<file path="config.mk">
export PLATFORM = sky130hd
export DESIGN_NAME = fp8_e4m3_scaled_to_bf16_top
export DESIGN_NICKNAME = d
export VERILOG_FILES = /design/src/fp8s_pkg.sv /design/src/fp8s_lane.sv /design/src/fp8_e4m3_scaled_to_bf16_top.sv
export SDC_FILE = /design/constraint.sdc
export NUM_CORES = 2
export LEC_CHECK = 0
export BUFFER_PORTS_ARGS = -buffer_cell sky130_fd_sc_hd__buf_2
export CORE_ASPECT_RATIO = 0.6
export CORE_MARGIN = 8
export CORE_UTILIZATION = 60
export DETAILED_ROUTE_END_ITERATION = 10
export PLACE_DENSITY_LB_ADDON = 0.1
export REMOVE_ABC_BUFFERS = 1
export SYNTH_ARGS = -nofsm -noshare
export SYNTH_HDL_FRONTEND = slang
export SYNTH_SLANG_ARGS = --single-unit
</file>
<file path="constraint.sdc">
create_clock -name clk -period 10.9 [get_ports clk]
set_input_delay 0.545 -clock clk [delete_from_list [all_inputs] [get_ports clk]]
set_output_delay 0.545 -clock clk [all_outputs]
set_load 0.05 [all_outputs]
</file>
<file path="src/fp8s_pkg.sv">
package fp8s_pkg;

  localparam int unsigned CodeW   = 8;
  localparam int unsigned ScaleW  = 32;
  localparam int unsigned Bf16W   = 16;
  localparam int unsigned ProdW   = 28;
  localparam int unsigned MaxLanes = 4;

  localparam logic [7:0]  ScaleExpMax = 8'hFF;
  localparam logic [31:0] F32InfMag   = 32'h7F80_0000;
  localparam logic [31:0] Bf16Half    = 32'h0000_8000;
  localparam logic [15:0] Bf16QNan    = 16'h7FC0;
  localparam logic [14:0] Bf16InfMag  = 15'h7F80;

  // Position of the leading one of a nonzero product.
  function automatic logic [4:0] lead_one(input logic [ProdW-1:0] x);
    logic [4:0] pos;
    pos = '0;
    for (int i = 0; i < ProdW; i++) begin
      if (x[i]) pos = 5'(i);
    end
    return pos;
  endfunction

endpackage

</file>
<file path="src/fp8s_lane.sv">
module fp8s_lane
  import fp8s_pkg::*;
(
  input  logic              clk,
  input  logic              en,
  input  logic [CodeW-1:0]  code,
  input  logic [ScaleW-1:0] scale_bits,
  output logic [Bf16W-1:0]  value
);

  // Stage one: decode both operands and form the exact significand product.
  logic [3:0]        a_sig;
  logic [23:0]       b_sig;
  logic signed [9:0] a_exp;
  logic signed [9:0] b_exp;
  logic [7:0]        s_exp;
  logic              s_man_nz;

  always_comb begin
    s_exp    = scale_bits[30:23];
    s_man_nz = (scale_bits[22:0] != '0);
    a_sig    = {(code[6:3] != '0), code[2:0]};
    a_exp    = (code[6:3] != '0) ? (10'(signed'({1'b0, code[6:3]})) - 10'sd10) : -10'sd9;
    b_sig    = {(s_exp != '0), scale_bits[22:0]};
    b_exp    = (s_exp != '0) ? (10'(signed'({1'b0, s_exp})) - 10'sd150) : -10'sd149;
  end

  logic [ProdW-1:0]  s1_prod;
  logic signed [9:0] s1_exp;
  logic              s1_sign;
  logic              s1_nan;
  logic              s1_inf;

  always_ff @(posedge clk) begin
    if (en) begin
      s1_prod <= ProdW'(a_sig) * ProdW'(b_sig);
      s1_exp  <= a_exp + b_exp;
      s1_sign <= code[7] ^ scale_bits[31];
      s1_nan  <= (s_exp == ScaleExpMax) && (s_man_nz || (a_sig == '0));
      s1_inf  <= (s_exp == ScaleExpMax) && !s_man_nz && (a_sig != '0);
    end
  end

  // Stage two: pick the alignment, normal or subnormal, and shift.
  logic [4:0]        lead;
  logic signed [9:0] biased;
  logic signed [9:0] d_norm;
  logic signed [9:0] d_sub;
  logic signed [9:0] d;
  logic [8:0]        base;
  logic [36:0]       rshift;
  logic [50:0]       lshift;
  logic [9:0]        neg_d;
  logic [23:0]       q0;
  logic              guard;
  logic              sticky;

  always_comb begin
    lead   = lead_one(s1_prod);
    biased = 10'(signed'({5'b0, lead})) + s1_exp + 10'sd127;
    d_norm = 10'(signed'({5'b0, lead})) - 10'sd23;
    d_sub  = -(s1_exp + 10'sd149);
    d      = (d_sub > d_norm) ? d_sub : d_norm;
    base   = (biased <= 10'sd0) ? 9'd0 : 9'(biased - 10'sd1);
    rshift = {s1_prod, 9'b0} >> d[3:0];
    neg_d  = 10'(-d);
    lshift = {23'b0, s1_prod} << neg_d[4:0];
    if (d > 10'sd0) begin
      q0     = rshift[32:9];
      guard  = rshift[8];
      sticky = (rshift[7:0] != '0);
    end else begin
      q0     = lshift[23:0];
      guard  = 1'b0;
      sticky = 1'b0;
    end
  end

  logic [23:0] s2_q;
  logic        s2_guard;
  logic        s2_sticky;
  logic [8:0]  s2_base;
  logic        s2_zero;
  logic        s2_sign;
  logic        s2_nan;
  logic        s2_inf;

  always_ff @(posedge clk) begin
    if (en) begin
      s2_q      <= q0;
      s2_guard  <= guard;
      s2_sticky <= sticky;
      s2_base   <= base;
      s2_zero   <= (s1_prod == '0);
      s2_sign   <= s1_sign;
      s2_nan    <= s1_nan;
      s2_inf    <= s1_inf;
    end
  end

  // Stage three: round to nearest even in FP32, then to BF16 with ties away.
  logic [24:0] q;
  logic [31:0] enc;
  logic [30:0] mag;
  logic [31:0] rnd;
  logic [15:0] bf;

  always_comb begin
    q   = {1'b0, s2_q} + 25'(s2_guard & (s2_sticky | s2_q[0]));
    enc = {s2_base, 23'b0} + {7'b0, q};
    if (s2_zero) begin
      mag = '0;
    end else if (enc >= F32InfMag) begin
      mag = F32InfMag[30:0];
    end else begin
      mag = enc[30:0];
    end
    rnd = {s2_sign, mag} + Bf16Half;
    if (s2_nan) begin
      bf = Bf16QNan;
    end else if (s2_inf) begin
      bf = {s2_sign, Bf16InfMag};
    end else begin
      bf = rnd[31:16];
    end
  end

  always_ff @(posedge clk) begin
    if (en) begin
      value <= bf;
    end
  end

endmodule

</file>
<file path="src/fp8_e4m3_scaled_to_bf16_top.sv">
// Channel | Ports                                   | Direction
// in      | in_valid, in_ready, codes, scale_bits,  | into the block
//         | last_in                                 |
// out     | out_valid, out_ready, values, last_out  | out of the block
//
// A beat enters every cycle while the output is not held; each result
// passes through the three register stages of each lane (stage one, stage
// two and the output register) before it leaves the block.
// All lanes work on the same beat in parallel and share one stall enable.
// When the output beat is held, the whole pipeline holds and in_ready falls.
// Reset clears only the stage valid flags; the data registers need none.
module fp8_e4m3_scaled_to_bf16_top
  import fp8s_pkg::*;
#(
  parameter int unsigned LANES = 4
) (
  input  logic        clk,
  input  logic        rst,
  input  logic        in_valid,
  output logic        in_ready,
  input  logic [31:0] codes,
  input  logic [31:0] scale_bits,
  input  logic        last_in,
  output logic        out_valid,
  input  logic        out_ready,
  output logic [63:0] values,
  output logic        last_out
);

  logic       en;
  logic [2:0] vld;
  logic [2:0] lst;

  assign en        = !vld[2] || out_ready;
  assign in_ready  = en && !rst;
  assign out_valid = vld[2];
  assign last_out  = lst[2];

  // Valid flags travel with each beat through the lane stages.
  always_ff @(posedge clk) begin
    if (rst) begin
      vld <= '0;
    end else if (en) begin
      vld <= {vld[1:0], in_valid};
    end
  end

  always_ff @(posedge clk) begin
    if (en) begin
      lst <= {lst[1:0], last_in};
    end
  end

  // One converter per active lane; the merged word gathers their results.
  for (genvar k = 0; k < MaxLanes; k++) begin : g_lane
    if (k < LANES) begin : g_on
      fp8s_lane u_lane (
        .clk        (clk),
        .en         (en),
        .code       (codes[CodeW*k +: CodeW]),
        .scale_bits (scale_bits),
        .value      (values[Bf16W*k +: Bf16W])
      );
    end else begin : g_off
      assign values[Bf16W*k +: Bf16W] = '0;
    end
  end

  a_accept_enters: assert property (@(posedge clk) disable iff (rst)
    (in_valid && in_ready) |=> vld[0])
    else $error("accepted beat did not enter the first stage");

  a_stage_reaches_out: assert property (@(posedge clk) disable iff (rst)
    (vld[1] && en) |=> out_valid)
    else $error("beat lost between last stage and output");

  a_unused_zero: assert property (@(posedge clk) disable iff (rst)
    out_valid |-> ((values >> (Bf16W * LANES)) == 64'd0))
    else $error("unused lane not zero");

endmodule
</file>
==> results <==
- The run finished with clean final reports.
- The utilization of the core after routing is 64.3%.
- The placement-stage worst setup slack is 3.74 ns.
- The count of final max-slew check failures is 0.
- The timing-limited maximum frequency is 0.134 GHz.
- The die span in x is 368 µm.
- The total overflow left after global routing is 0.
- The proportion of register bits with asynchronous set or reset after synthesis is 0%.
- Global routing used 28.9% of the available tracks.
- The total via count after detailed routing is 38,500.
- Setup slack closes at 3.45 ns.
- The pin slew with the least headroom to its limit is 1.16 ns.
- In this run the deepest clock path goes through 3 buffers.
- The CTS tree is built.
- The clock slew at the register clock pins of the worst setup and hold paths is 0.06 ns.
- The number of register bits inferred by synthesis is 386.
- CTS built an H-tree with a depth of 2.
- The launch instance of the worst register-to-register path is g_lane[1].g_on.u_lane.s1_prod[16].
- Ranked by instance count, the synthesized netlist is headed by 533 x nand2_1, 401 x inv_1, 383 x edfxtp_1.
- The clock reaches the later pin of the worst-skew pair after 0.61 ns.
- After floorplanning, the core was divided into 77 placement rows.
- The shortest period the worst path allows is 7.45 ns.
- After synthesis, the cell types taking the most area are edfxtp_1 26%, fa_1 8.4%, ha_1 8.3%, mux2i_1 6.8%, nand2_1 4.5%.
- Once placement completed, the tool counted placed cells totaling 5,975.
- The area added between synthesis and finish is 6.01%.
- The core footprint is 73,700 µm².
- Entering global routing, the biggest net connects 108 pins.
- The final routed wirelength across all metal layers is 125,000 µm.
- Clock skew on the completed layout was measured at 0.0233 ns.
- The number of failing setup endpoints in the final timing report is 0.
- The height of the die is 227 µm.
- Synthesis instantiated 103 different standard cells from the library.
- The netlist area before placement is 44,700 µm².
- The number of antenna violations at the first check in global routing is 5.
- The worst path uses 68.4% of the clock period.
- In this run the post-CTS setup repair buffer count came out at 0.
- STA classifies the critical path startpoint as a register.
- The final setup TNS is 0 ns.
- The critical path class is reg -> reg.
- The via count of the first global-routing pass came to 35,600.
- The wire length of the first global-routing pass is 199,000 µm.
- The most critical setup path has its startpoint at g_lane[1].g_on.u_lane.s1_prod[16].
- The iteration-0 DRC count of the detailed router is 4,436.
- The layout net count is 5,585.
- Routability-driven placement finished with a final weighted congestion of 1.01.
- The post-detailed-route wirelength per cell is 20.6 µm.
- The post-synthesis area per instance is 8.84 µm².
- The tree is rooted in a clkbuf_16.
- The tool flagged a number of max-cap violations equal to 0.
- In this run the biggest area consumer among cell types represents 25.7% of the synthesized area.
- The initial standard-cell utilization of the core is 60.7%.
- The commonest register cell after synthesis is edfxtp_1.
- For this design the top-level I/O count stands at 136.
- The number of cells upsized or downsized after cts is 0.
- The yosys synthesis warning count is 0.
- Once layout is complete, the cells apart from fillers number 6,049.
- The floorplan step defined a die boundary enclosing 83,800 µm².
- The first-pass detailed-route iteration total is 6.
- The sequential share of the synthesized area is 25.8%.
- The worst slew margin relative to its limit is 22.3%.
- The worst setup path is captured at a register.
- The sum of net half-perimeters after detailed placement is 96,500 µm.
- The share of cells above drive strength 1 is 9.19%.
- Setup repair after global routing left no endpoint under its margin.
- Clock tree synthesis inserted a total of 41 buffers.
- The number of buffers inserted by hold repair at cts is 0.
- For the worst setup path, the data required time is 11.33 ns.
- The largest total area in the synthesized netlist belongs to edfxtp_1.
- The final hold violation count was 0.
- The most common cell in the synthesized netlist is nand2_1.
- The DRC violation count after routing is 0.
- The number of instances in the synthesized netlist is 5,061.
- The number of enable flip-flop cells after synthesis is 383.
- The highest fanout seen on the critical path is 26.
- The type of the tightest min-delay check is in -> reg.
- In this run the most critical hold path is launched from last_in.
- The count of clock tree sinks is 386.
- Dividing the detail-routed via count by the number of cells gives 6.37.
- The detail route stage leaves a number of antenna-violating nets equal to 0.
- The endpoint arrival time on the critical path is 7.88 ns.
- In this run the tool buffered the top-level ports with 135 buffer cells.
==> layout make-up <==
cell class / instances / area (µm²)
multi-input cells: 4007 / 30700
fillers: 6266 / 26300
flip-flops and latches: 386 / 11600
inverters: 401 / 1510
well taps: 987 / 1230
repair buffers: 194 / 1120
clock buffers: 47 / 1050
clock inverters: 25 / 213
diodes: 2 / 5.00
==> routing by layer <==
metal,share of wire [%],vias up,routed length [µm],track usage (%)
met3,13,126,15900,9.20
met5,0.033,-,41,0
met1,48,18400,59400,45.5
met2,38,1853,47900,38.3
li1,-,18200,-,-
met4,1.2,6,1520,4.49
==> metrics by stage <==
| step | hold slack, ns | cell area (µm²) |
|---|---|---|
| after floorplan | 0.400 | 43700 |
| after global placement | 0.401 | 46100 |
| after detailed placement | 0.405 | 46100 |
| after CTS | 0.0850 | 47400 |
| after global routing | 0.0898 | 47400 |
| final | 0.120 | 47400 |
==> registers in the layout (all words and copies together), names as in the netlist <==
| name | count |
|---|---|
| g_lane.g_on.u_lane.s2_q | 96 |
| g_lane.g_on.u_lane.s2_inf | 4 |
| g_lane.g_on.u_lane.value | 64 |
| lst | 3 |
| g_lane.g_on.u_lane.s2_sign | 4 |
| g_lane.g_on.u_lane.s1_sign | 4 |
| g_lane.g_on.u_lane.s2_guard | 4 |
| g_lane.g_on.u_lane.s1_exp | 40 |
| g_lane.g_on.u_lane.s1_nan | 4 |
| g_lane.g_on.u_lane.s2_nan | 4 |
| g_lane.g_on.u_lane.s2_base | 36 |
| g_lane.g_on.u_lane.s1_inf | 4 |
| vld | 3 |
| g_lane.g_on.u_lane.s1_prod | 112 |
| g_lane.g_on.u_lane.s2_zero | 4 |
==> cells in the final DEF (no fill, tap or decap), drive strengths merged, types with 37 or more instances in the layout <==
master  instances
nand2b         44
buf           194
mux2           95
nand3         146
clkbuf         47
or3            59
o21ai         185
nor4           47
nor3          145
and2          165
nand4          50
edfxtp        383
o211ai         54
and3           44
mux2i         306
fa            188
nor2b          39
o21bai         46
a211oi         37
xor2          104
ha            297
o21a           47
a21oi         256
nor2          368
xnor2         207
a21o           51
nand2         534
inv           403
==> path summary, 6_finish.rpt <==
kind / depth (start not counted) / slack (ns) / endpoint
worst min-delay path: 1 / 0.12 / lst[0]
worst min register to register: 0 / 0.42 / g_lane[1].g_on.u_lane.s2_nan
worst max-delay path: 16 / 3.45 / g_lane[1].g_on.u_lane.s2_q[13]
worst max register to register: 16 / 3.45 / g_lane[1].g_on.u_lane.s2_q[13]
==> worst max-delay path: stages, from the launching register on <==
cell and delay, ns:
edfxtp_1 0.51, or3_1 0.44, a221o_1 0.27, a21oi_1 0.38, o21ai_0 0.21, o31ai_1 0.87, ha_1 0.38, o21a_1 0.17
o21ai_0 0.41, a31oi_1 0.16, o21ai_1 0.51, nor2_1 0.14, or3_1 0.71, o41a_1 0.63, nor2_2 0.76, nand2_1 0.37
o32ai_1 0.35
==> kinds of logic after synthesis <==
kind of cell	after synthesis	synth area share, %
simple gates	1752	19.1
compound gates	1028	15.7
buf+inv	668	5.77
fa+ha+maj	485	16.7
mux	431	10.8
flops	386	25.8
xor+xnor	311	6.14
Power is left out: the tool's default activity adds up to more than one toggle a clock period on the data nets, which glitch-free logic cannot reach.
